## config.mk

```make
export PLATFORM = sky130hd
export DESIGN_NAME = integer_literal_parser_unit_flat
export DESIGN_NICKNAME = d
export VERILOG_FILES = /design/src/rtl/ilp_pkg.sv /design/src/rtl/ilp_if.sv /design/src/rtl/ilp_step.sv /design/src/rtl/integer_literal_parser_unit.sv /design/src/flat_wrapper.sv
export SDC_FILE = /design/constraint.sdc
export NUM_CORES = 1
export LEC_CHECK = 0
export BUFFER_PORTS_ARGS = -buffer_cell sky130_fd_sc_hd__clkbuf_2
export CAP_MARGIN = 10
export CORE_ASPECT_RATIO = 0.6
export CORE_UTILIZATION = 50
export CTS_CLUSTER_DIAMETER = 200
export DETAILED_ROUTE_END_ITERATION = 7
export HOLD_SLACK_MARGIN = 0.03
export PLACE_DENSITY = 0.67
export SYNTH_ARGS = -nofsm -noshare
export SYNTH_HDL_FRONTEND = slang
export SYNTH_HIERARCHICAL = 1
export SYNTH_SLANG_ARGS = --single-unit
```

## constraint.sdc

```tcl
create_clock -name clock -period 5 [get_ports clock]
set_clock_uncertainty 0.1 [all_clocks]
set_input_delay 0.5 -clock clock [delete_from_list [all_inputs] [get_ports clock]]
set_output_delay 0.5 -clock clock [all_outputs]
set_load 0.02 [all_outputs]
```

## src/rtl/ilp_pkg.sv

```systemverilog
// Shared types, codes and helpers for the integer literal parser.
// Used by ilp_if.sv, ilp_step.sv and integer_literal_parser_unit.sv.
package ilp_pkg;

   localparam int VALUE_BITS = 16;
   localparam int TOKEN_BITS = 16;

   localparam logic [3:0] MODE_IDLE       = 4'd0;
   localparam logic [3:0] MODE_START      = 4'd1;
   localparam logic [3:0] MODE_ZERO       = 4'd2;
   localparam logic [3:0] MODE_HEX        = 4'd3;
   localparam logic [3:0] MODE_OCT        = 4'd4;
   localparam logic [3:0] MODE_PLUS       = 4'd5;
   localparam logic [3:0] MODE_MINUS      = 4'd6;
   localparam logic [3:0] MODE_MINUS_SKIP = 4'd7;
   localparam logic [3:0] MODE_DEC        = 4'd8;
   localparam logic [3:0] MODE_CHAR       = 4'd9;
   localparam logic [3:0] MODE_ESC        = 4'd10;
   localparam logic [3:0] MODE_ESC_OCT    = 4'd11;

   localparam logic [1:0] KIND_HEX = 2'd0;
   localparam logic [1:0] KIND_OCT = 2'd1;
   localparam logic [1:0] KIND_DEC = 2'd2;
   localparam logic [1:0] KIND_CHR = 2'd3;

   localparam logic [1:0] ESC_DIGITS_MAX = 2'd3;

   localparam logic [7:0] CH_NUL    = 8'h00;
   localparam logic [7:0] CH_SPACE  = 8'h20;
   localparam logic [7:0] CH_QUOTE  = 8'h27;
   localparam logic [7:0] CH_PLUS   = 8'h2B;
   localparam logic [7:0] CH_MINUS  = 8'h2D;
   localparam logic [7:0] CH_ZERO   = 8'h30;
   localparam logic [7:0] CH_NINE   = 8'h39;
   localparam logic [7:0] CH_UPPER_A = 8'h41;
   localparam logic [7:0] CH_UPPER_F = 8'h46;
   localparam logic [7:0] CH_UPPER_X = 8'h58;
   localparam logic [7:0] CH_BSLASH = 8'h5C;
   localparam logic [7:0] CH_LOWER_A = 8'h61;
   localparam logic [7:0] CH_LOWER_B = 8'h62;
   localparam logic [7:0] CH_LOWER_F = 8'h66;
   localparam logic [7:0] CH_LOWER_N = 8'h6E;
   localparam logic [7:0] CH_LOWER_R = 8'h72;
   localparam logic [7:0] CH_LOWER_T = 8'h74;
   localparam logic [7:0] CH_LOWER_X = 8'h78;

   localparam logic [7:0] BYTE_FF = 8'h0C;
   localparam logic [7:0] BYTE_CR = 8'h0D;
   localparam logic [7:0] BYTE_BS = 8'h08;
   localparam logic [7:0] BYTE_HT = 8'h09;
   localparam logic [7:0] BYTE_LF = 8'h0A;

   typedef logic [VALUE_BITS-1:0] value_type;

   typedef struct packed {
      logic [3:0] mode;
      value_type  acc;
      logic       neg;
      logic [1:0] esc_cnt;
      logic [9:0] esc_val;
   } state_type;

   typedef struct packed {
      logic                  emit;
      logic [TOKEN_BITS-1:0] value;
      logic [1:0]            kind;
      logic                  recognized;
      logic                  taken;
   } result_type;

   function automatic value_type push_byte(value_type acc, logic [7:0] b);
      return (acc << 8) | VALUE_BITS'(b);
   endfunction

   function automatic logic [TOKEN_BITS-1:0] to_token(value_type v);
      return TOKEN_BITS'(v);
   endfunction

endpackage

```

## src/rtl/ilp_if.sv

```systemverilog
// Valid/ready channel interfaces for the integer literal parser.
// Depends on ilp_pkg.
interface ilp_req_if;
   logic       valid;
   logic       ready;
   logic [7:0] src_char;
   logic       begin_token;

   modport source (output valid, output src_char, output begin_token, input ready);
   modport sink (input valid, input src_char, input begin_token, output ready);
endinterface

interface ilp_rsp_if;
   logic                          valid;
   logic                          ready;
   logic [ilp_pkg::TOKEN_BITS-1:0] token_value;
   logic [1:0]                    token_kind;
   logic                          recognized;
   logic                          byte_taken;

   modport source (output valid, output token_value, output token_kind,
                   output recognized, output byte_taken, input ready);
   modport sink (input valid, input token_value, input token_kind,
                 input recognized, input byte_taken, output ready);
endinterface

```

## src/rtl/ilp_step.sv

```systemverilog
// Next-state and result logic for one source byte of the literal parser.
// Depends on ilp_pkg.
module ilp_step (
   input  ilp_pkg::state_type  state,
   input  logic [7:0]          src_char,
   input  logic                begin_token,
   output ilp_pkg::state_type  nxt,
   output ilp_pkg::result_type res
);
   import ilp_pkg::*;

   state_type  cur;
   logic       is_blank;
   logic       is_digit;
   logic       is_hex_letter;
   logic [3:0] digit;
   logic       do_body;
   value_type  body_acc;
   value_type  pushed;
   logic [9:0] esc_next;
   logic [1:0] cnt_next;

   always_comb begin
      cur = state;
      if (begin_token) begin
         cur      = '0;
         cur.mode = MODE_START;
      end
      is_blank      = (src_char == CH_SPACE) || (src_char == CH_NUL);
      is_digit      = src_char inside {[CH_ZERO:CH_NINE]};
      is_hex_letter = src_char inside {[CH_UPPER_A:CH_UPPER_F], [CH_LOWER_A:CH_LOWER_F]};
      digit         = src_char[3:0];
      esc_next      = {cur.esc_val[6:0], 3'b000} + 10'(digit);
      cnt_next      = cur.esc_cnt + 2'd1;
      pushed        = push_byte(cur.acc, cur.esc_val[7:0]);
      do_body       = 1'b0;
      body_acc      = cur.acc;
      nxt           = cur;
      res           = '0;

      case (cur.mode)
         MODE_START, MODE_PLUS: begin
            if (is_blank) begin
            end else if (src_char == CH_ZERO && cur.mode == MODE_START) begin
               nxt.mode = MODE_ZERO;
            end else if (src_char == CH_PLUS && cur.mode == MODE_START) begin
               nxt.mode = MODE_PLUS;
            end else if (src_char == CH_MINUS) begin
               nxt.neg  = 1'b1;
               nxt.mode = MODE_MINUS;
            end else if (is_digit) begin
               nxt.acc  = VALUE_BITS'(digit);
               nxt.mode = MODE_DEC;
            end else if (src_char == CH_QUOTE) begin
               nxt.acc  = '0;
               nxt.mode = MODE_CHAR;
            end else begin
               res.emit = 1'b1;
            end
         end
         MODE_ZERO: begin
            if (src_char == CH_LOWER_X || src_char == CH_UPPER_X) begin
               nxt.acc  = '0;
               nxt.mode = MODE_HEX;
            end else if (is_digit) begin
               nxt.acc  = VALUE_BITS'(digit);
               nxt.mode = MODE_OCT;
            end else begin
               res.emit       = 1'b1;
               res.kind       = KIND_OCT;
               res.recognized = 1'b1;
            end
         end
         MODE_HEX: begin
            if (is_digit) begin
               nxt.acc = (cur.acc << 4) + VALUE_BITS'(digit);
            end else if (is_hex_letter) begin
               nxt.acc = (cur.acc << 4) + VALUE_BITS'(digit + 4'd9);
            end else begin
               res.emit       = 1'b1;
               res.value      = to_token(cur.acc);
               res.kind       = KIND_HEX;
               res.recognized = 1'b1;
            end
         end
         MODE_OCT: begin
            if (is_digit) begin
               nxt.acc = (cur.acc << 3) + VALUE_BITS'(digit);
            end else begin
               res.emit       = 1'b1;
               res.value      = to_token(cur.acc);
               res.kind       = KIND_OCT;
               res.recognized = 1'b1;
            end
         end
         MODE_MINUS: begin
            if (is_digit) begin
               nxt.acc  = VALUE_BITS'(digit);
               nxt.mode = MODE_DEC;
            end else if (src_char == CH_QUOTE) begin
               nxt.acc  = '0;
               nxt.mode = MODE_CHAR;
            end else if (is_blank) begin
               nxt.mode = MODE_MINUS_SKIP;
            end else begin
               res.emit = 1'b1;
            end
         end
         MODE_MINUS_SKIP: begin
            if (is_blank) begin
            end else if (src_char == CH_QUOTE) begin
               nxt.acc  = '0;
               nxt.mode = MODE_CHAR;
            end else begin
               res.emit = 1'b1;
            end
         end
         MODE_DEC: begin
            if (is_digit) begin
               nxt.acc = (cur.acc << 3) + (cur.acc << 1) + VALUE_BITS'(digit);
            end else begin
               res.emit       = 1'b1;
               res.value      = to_token(cur.neg ? (VALUE_BITS'(0) - cur.acc) : cur.acc);
               res.kind       = KIND_DEC;
               res.recognized = 1'b1;
            end
         end
         MODE_CHAR: begin
            do_body = 1'b1;
         end
         MODE_ESC: begin
            nxt.mode = MODE_CHAR;
            case (src_char)
               CH_LOWER_F: nxt.acc = push_byte(cur.acc, BYTE_FF);
               CH_LOWER_R: nxt.acc = push_byte(cur.acc, BYTE_CR);
               CH_LOWER_B: nxt.acc = push_byte(cur.acc, BYTE_BS);
               CH_LOWER_T: nxt.acc = push_byte(cur.acc, BYTE_HT);
               CH_LOWER_N: nxt.acc = push_byte(cur.acc, BYTE_LF);
               default: begin
                  if (is_digit) begin
                     nxt.esc_val = 10'(digit);
                     nxt.esc_cnt = 2'd1;
                     nxt.mode    = MODE_ESC_OCT;
                  end else begin
                     nxt.acc = push_byte(cur.acc, src_char);
                     if (src_char == CH_NUL) begin
                        res.emit       = 1'b1;
                        res.value      = to_token(nxt.acc);
                        res.kind       = KIND_CHR;
                        res.recognized = 1'b1;
                     end
                  end
               end
            endcase
         end
         MODE_ESC_OCT: begin
            if (is_digit) begin
               if (cnt_next == ESC_DIGITS_MAX) begin
                  nxt.acc     = push_byte(cur.acc, esc_next[7:0]);
                  nxt.esc_cnt = '0;
                  nxt.esc_val = '0;
                  nxt.mode    = MODE_CHAR;
               end else begin
                  nxt.esc_val = esc_next;
                  nxt.esc_cnt = cnt_next;
               end
            end else begin
               nxt.esc_cnt = '0;
               nxt.esc_val = '0;
               nxt.mode    = MODE_CHAR;
               nxt.acc     = pushed;
               body_acc    = pushed;
               do_body     = 1'b1;
            end
         end
         default: begin
            nxt.mode = MODE_IDLE;
         end
      endcase

      if (do_body) begin
         if (src_char == CH_QUOTE || src_char == CH_NUL) begin
            res.emit       = 1'b1;
            res.value      = to_token(body_acc);
            res.kind       = KIND_CHR;
            res.recognized = 1'b1;
            res.taken      = (src_char == CH_QUOTE);
         end else if (src_char == CH_BSLASH) begin
            nxt.mode = MODE_ESC;
         end else begin
            nxt.acc = push_byte(body_acc, src_char);
         end
      end

      if (res.emit) begin
         nxt.mode = MODE_IDLE;
      end
   end

endmodule

```

## src/rtl/integer_literal_parser_unit.sv

```systemverilog
// Streaming parser for C-style integer and character constants, one byte a word.
// Depends on ilp_pkg, ilp_if and ilp_step.
// Takes one byte every cycle req is ready: the parse state and the result register
// update at the same edge, so a byte's result (if any) appears on rsp the cycle after
// it is taken, and req is ready whenever the result register is empty or being drained.
module integer_literal_parser_unit (
   input logic       clock,
   input logic       reset,
   ilp_req_if.sink   req,
   ilp_rsp_if.source rsp
);
   import ilp_pkg::*;

   state_type  state_ff;
   state_type  state_in;
   result_type step_res;
   logic       rsp_valid_ff;
   logic       rsp_valid_in;
   result_type rsp_data_ff;
   logic       accept;

   ilp_step u_step (
      .state       (state_ff),
      .src_char    (req.src_char),
      .begin_token (req.begin_token),
      .nxt         (state_in),
      .res         (step_res)
   );

   assign req.ready = !rsp_valid_ff || rsp.ready;
   assign accept    = req.valid && req.ready;

   always_comb begin
      rsp_valid_in = rsp_valid_ff && !rsp.ready;
      if (accept && step_res.emit) begin
         rsp_valid_in = 1'b1;
      end
   end

   always_ff @(posedge clock) begin
      if (reset) begin
         state_ff     <= '0;
         rsp_valid_ff <= 1'b0;
      end else begin
         rsp_valid_ff <= rsp_valid_in;
         if (accept) begin
            state_ff <= state_in;
         end
      end
   end

   always_ff @(posedge clock) begin
      if (accept && step_res.emit) begin
         rsp_data_ff <= step_res;
      end
   end

   assign rsp.valid       = rsp_valid_ff;
   assign rsp.token_value = rsp_data_ff.value;
   assign rsp.token_kind  = rsp_data_ff.kind;
   assign rsp.recognized  = rsp_data_ff.recognized;
   assign rsp.byte_taken  = rsp_data_ff.taken;

   a_idle_after_result: assert property (@(posedge clock) disable iff (reset)
      accept && step_res.emit |=> state_ff.mode == MODE_IDLE && rsp_valid_ff)
      else $error("parser not idle after a result");

   a_fail_is_zero: assert property (@(posedge clock) disable iff (reset)
      rsp_valid_ff && !rsp_data_ff.recognized |->
         rsp_data_ff.value == '0 && rsp_data_ff.kind == KIND_HEX && !rsp_data_ff.taken)
      else $error("failure result carries a value");

   a_taken_is_char: assert property (@(posedge clock) disable iff (reset)
      rsp_valid_ff && rsp_data_ff.taken |->
         rsp_data_ff.kind == KIND_CHR && rsp_data_ff.recognized)
      else $error("byte taken on a non-character result");

   a_esc_count_range: assert property (@(posedge clock) disable iff (reset)
      state_ff.esc_cnt != ESC_DIGITS_MAX)
      else $error("octal escape count overrun");

   a_no_accept_when_full: assert property (@(posedge clock) disable iff (reset)
      rsp_valid_ff && !rsp.ready |-> !accept)
      else $error("byte taken while result is stalled");

endmodule

```

## src/flat_wrapper.sv

```systemverilog
// flat-port wrapper written by rule: the top's interface ports become plain ports
module integer_literal_parser_unit_flat import ilp_pkg::*;
  (clock, reset, req_valid, req_src_char, req_begin_token, req_ready, rsp_valid, rsp_token_value, rsp_token_kind, rsp_recognized, rsp_byte_taken, rsp_ready);
  ilp_req_if req_i ();
  ilp_rsp_if rsp_i ();
  input logic clock;
  input logic reset;
  input wire logic [$bits(req_i.valid)-1:0] req_valid;
  input wire logic [$bits(req_i.src_char)-1:0] req_src_char;
  input wire logic [$bits(req_i.begin_token)-1:0] req_begin_token;
  output wire logic [$bits(req_i.ready)-1:0] req_ready;
  output wire logic [$bits(rsp_i.valid)-1:0] rsp_valid;
  output wire logic [$bits(rsp_i.token_value)-1:0] rsp_token_value;
  output wire logic [$bits(rsp_i.token_kind)-1:0] rsp_token_kind;
  output wire logic [$bits(rsp_i.recognized)-1:0] rsp_recognized;
  output wire logic [$bits(rsp_i.byte_taken)-1:0] rsp_byte_taken;
  input wire logic [$bits(rsp_i.ready)-1:0] rsp_ready;
  assign req_i.valid = req_valid;
  assign req_i.src_char = req_src_char;
  assign req_i.begin_token = req_begin_token;
  assign req_ready = req_i.ready;
  assign rsp_valid = rsp_i.valid;
  assign rsp_token_value = rsp_i.token_value;
  assign rsp_token_kind = rsp_i.token_kind;
  assign rsp_recognized = rsp_i.recognized;
  assign rsp_byte_taken = rsp_i.byte_taken;
  assign rsp_i.ready = rsp_ready;
  integer_literal_parser_unit u_core (.clock(clock), .reset(reset), .req(req_i), .rsp(rsp_i));
endmodule
```

# ---- After elaboration in Yosys (flattened, before gate mapping)
# Index checks and enable logic that the tools add are counted.
dict set report classes {
  mul 0
  magnitude_cmp 6
  shifts 0
  reduce_logical 20
  eq_ne 25
  mux 72
  bitwise_logic 4
  div_mod_pow 0
  addsub 9
}
# op n
set op_table {}
lappend op_table {{$mux 20} 17}
lappend op_table {{$mux 16} 11}
lappend op_table {{$pmux 16 s9} 1}
lappend op_table {{$pmux 16 s5} 1}
lappend op_table {{$eq 8x7->1 const B} 8}
lappend op_table {{$or 16x8->16} 4}
lappend op_table {{$pmux 16 s4} 1}
lappend op_table {{$mux 21} 3}
lappend op_table {{$add 16x4->16} 3}
lappend op_table {{$mux 12} 4}
lappend op_table {{$eq 8x6->1 const B} 5}
lappend op_table {{$mux 17} 2}
lappend op_table {{$mux 33} 1}
lappend op_table {{$mux 4} 7}
lappend op_table {{$pmux 4 s7} 1}
lappend op_table {{$pmux 12 s2} 1}
lappend op_table {{$add 16x16->16} 1}
lappend op_table {{$add 16x5->16} 1}
lappend op_table {{$eq 4x3->1 const B} 4}
lappend op_table {{$eq 4x4->1 const B} 4}
lappend op_table {{$ge 8x7->1 const B} 2}
lappend op_table {{$le 8x7->1 const B} 2}
lappend op_table {{$sub 1x16->16 const A} 1}
lappend op_table {{$mux 1} 15}
lappend op_table {{other kinds (21)} 36}
dict set report word_totals {
  latch_bits 0
  ram_bits 0
  n_memories 0
  input_bits 13
  elab_cells 146
  romBits 0
  ff_bits 54
}

# ---- Longest topological paths before layout
dict set report depth {
  depth_word 12
  mapped_depth 17
  ltp_nobuf 15
}

# ---- By module
# Netlist, hierarchy kept.
# mod cells_per_inst area_per_inst_um2 n_inst seq_area_each_um2
set by_module_without_submodules {}
lappend by_module_without_submodules {ilp_step 779 4895.9 1 0.0}
lappend by_module_without_submodules {integer_literal_parser_unit 176 2165.8 1 1281.2}

# ---- Worst setup path after synthesis
# No wires, ideal clock.
dict set report synth_path {
  path_kind {input-to-reg}
  start {in req_src_char[1]}
  end {reg u_core.rsp_data_ff (netlist bit u_core/rsp.byte_taken) (enable)}
  slack_ns 1.295
  t_arrival_ns 3.206
  cell_stages 11
  cell_sequence {inv_1 ha_1 o21ba_2 o21ai_1 buf_2 buf_2 buf_4 a21oi_1 o21bai_1 nand2_1 nor2b_1}
}
# item line
set synth_lines {}
lappend synth_lines {{from (decl)} flat_wrapper.sv:9} ;# input wire logic [$bits(req_i.src_char)-1:0] req_src_char;
lappend synth_lines {{to (signal assigned)} integer_literal_parser_unit.sv:54} ;# rsp_data_ff <= step_res;
lappend synth_lines {{to (decl)} integer_literal_parser_unit.sv:19} ;# result_type rsp_data_ff;

==> impl_metrics.toml <==
[hold_path]
min_path_cells = 2
min_path_type = "flop to flop"
min-delay-start = "u_core/state_ff[6]"
hold_path_end = "u_core/state_ff[6]"

[critical_path]
required_ns = 5.15
ff2ff_path_depth = 13
critical_path.top_delay_family = "compound AO/OA/AOI/OAI gates"
critPathLaunchType = "input pin"
r2r-start = "u_core/state_ff[15]"
cp_cell_sequence = "clkbuf_2 -> inv_4 -> nand2_1 -> inv_1 -> ha_1 -> ha_1 -> fa_1 -> a211oi_1 -> o21ai_0 -> a311oi_1 -> o21ai_0 -> xor2_1 -> nand2_1 -> a21oi_1 -> nand4b_1 -> o21ai_2"
critical-path-max-stage-delay_ns = 0.44
path_max_fanout = 20
crit_buf_inv = 3
crit_type = "input pin to flop"
worstPathArrival_ns = 4.33
r2r_end = "u_core/state_ff[28]"
crit_path_top_delay_cell = "fa_1"
worst_setup_path_end_kind = "flop"
r2r_setup_slack_ns = 1.02

[die]
ios = 35
core_area_um2 = 13200
die_width_um = 154
initial_core_util_pct = 52.5
dieArea_um2 = 14300
die_h_um = 93.1
num_rows = 32

[synthesis]
syn_area_um2 = 6920
syn_nets = 984
yosys_warnings = 6
netlist_instances = 936
avgSynthCellArea_um2 = 7.39

[global_routing]
grt_pass1_vias = 7233
grt_usage_pct = 38.8
grt_pass1_wl_mm = 42.6
antenna_found_initial = 0
grt_max_degree = 64
grt_overflow_total = 0

[finish]
fillers = 1260
final_common_cell = "nand2_1"
multi_input_area_um2 = 5210
drive_gt1_share_pct = 13.9
area_growth_pct = 5.73
final_area_um2 = 7310
final_nets = 976
num_antenna_cells = 0
seqCellArea_um2 = 1240
final_cell_mix = "110 x nand2_1, 76 x o21ai_0, 68 x nor2_1"

[route]
finalWirelength_mm = 27.6
dr.pass1.iters = 8
drt-vias-per-instance = 7.23
drt.antenna.violating_nets = 0
drc = 0
vias = 7949
dr.first_iter.drc_count = 1333
avgRoutedWirePerCell_um = 25.1

[sta]
grt_setup_unrepaired = "no"
worstMarginPinSlew_ns = 1.12
fin_crit_sh_pct = 83.6
period_needed_ns = 4.18
hold_violations = 0
tns_ns = 0
slew_headroom_pct = 24.5
fmax_mhz = 239
setup_violations = 0
slew_viol_final = 0

[clock_tree]
cts_root_buf = "clkbuf_16"
cts_buffer_depth = 2
cts.clk_slew.worst_paths_ns = 0.08
clock_latency_ns = 0.31
cts-buffers-inserted = 5
post_cts_buffers = 0
htreeDepth = 2
cts_sinks = 52
cts_resized = 0
cts_tree = "done"
postCtsHoldBufs = 0

[placement]
place_area_um2 = 7160
dp_hpwl_mm = 19.7
globalplace.congestion = 1.02
port_buffers = 34

[run_status]
status = "completed"

[power]
power.density_nw_per_um2 = 137
leakage_nw = 2.71
max-vdd-ir-drop_uv = 110

[run]
drv_cap = 0
[state kept, by name, summed over array words and instances, names as in the netlist]
name,cells
u_core/rsp.token_value,16
u_core/rsp.recognized,1
u_core/rsp.token_kind,2
u_core/rsp.byte_taken,1
u_core/state_ff,31
u_core/rsp.valid,1
[final cells by class]
cell class              instances  share of cell area [%]
multi-input cells             782                    71.3
flip-flops and latches         52                    17.0
repair buffers                 67                    5.71
well taps                     170                    2.91
clock buffers                   5                    1.71
inverters                      20                    1.06
clock inverters                 3                   0.376
[per-stage QoR]
stage / util, % / std cells / hold slack (ns) / total power [mW] / worst slack [ns]
finish: 55.5 / 1099 / 0.381 / 1.00 / 0.820
floorplan: - / 936 / 0.338 / 0.576 / 1.29
global placement: 54.4 / 1091 / 0.356 / 0.624 / 0.749
global route: 55.5 / 1099 / 0.405 / 1.03 / 0.560
detailed placement: 54.4 / 1091 / 0.365 / 0.623 / 0.677
CTS: 55.5 / 1099 / 0.379 / 1.00 / 0.987
[per-layer routing]
layer | track usage [%] | up-vias | routed length, um
met2 | 53.5 | 678 | 10500
met4 | 14.4 | 0 | 1100
met3 | 12.7 | 110 | 4390
met5 | 0 | - | 0
li1 | - | 3513 | -
met1 | 55.1 | 3648 | 11600
[worst min-delay path, delay by kind of cell, from the launching register on]
family / cells / cell delay, ns
flip-flops: 1 / 0.31
AND/OR/NAND/NOR: 1 / 0.08
AO/OA/AOI/OAI: 1 / 0.05
[where the power goes]
group | total (mW) | switching (mW) | internal, mW | leakage, nW
logic | 0.171 | 0.122 | 0.0491 | 2.19
registers | 0.451 | 0.00471 | 0.446 | 0.453
clock network | 0.382 | 0.190 | 0.191 | 0.0719
total | 1.00 | 0.317 | 0.686 | 2.71
[worst max path at each step]
stage,from,end,cells past startpoint
floorplan,req_src_char[1],u_core/rsp.byte_taken,11
global placement,req_begin_token,u_core/state_ff[27],16
global route,req_begin_token,u_core/state_ff[28],15
detailed placement,req_begin_token,u_core/state_ff[27],16
CTS,req_begin_token,u_core/state_ff[27],16
finish,req_begin_token,u_core/state_ff[27],16
(Power assumes the default switching activity.)
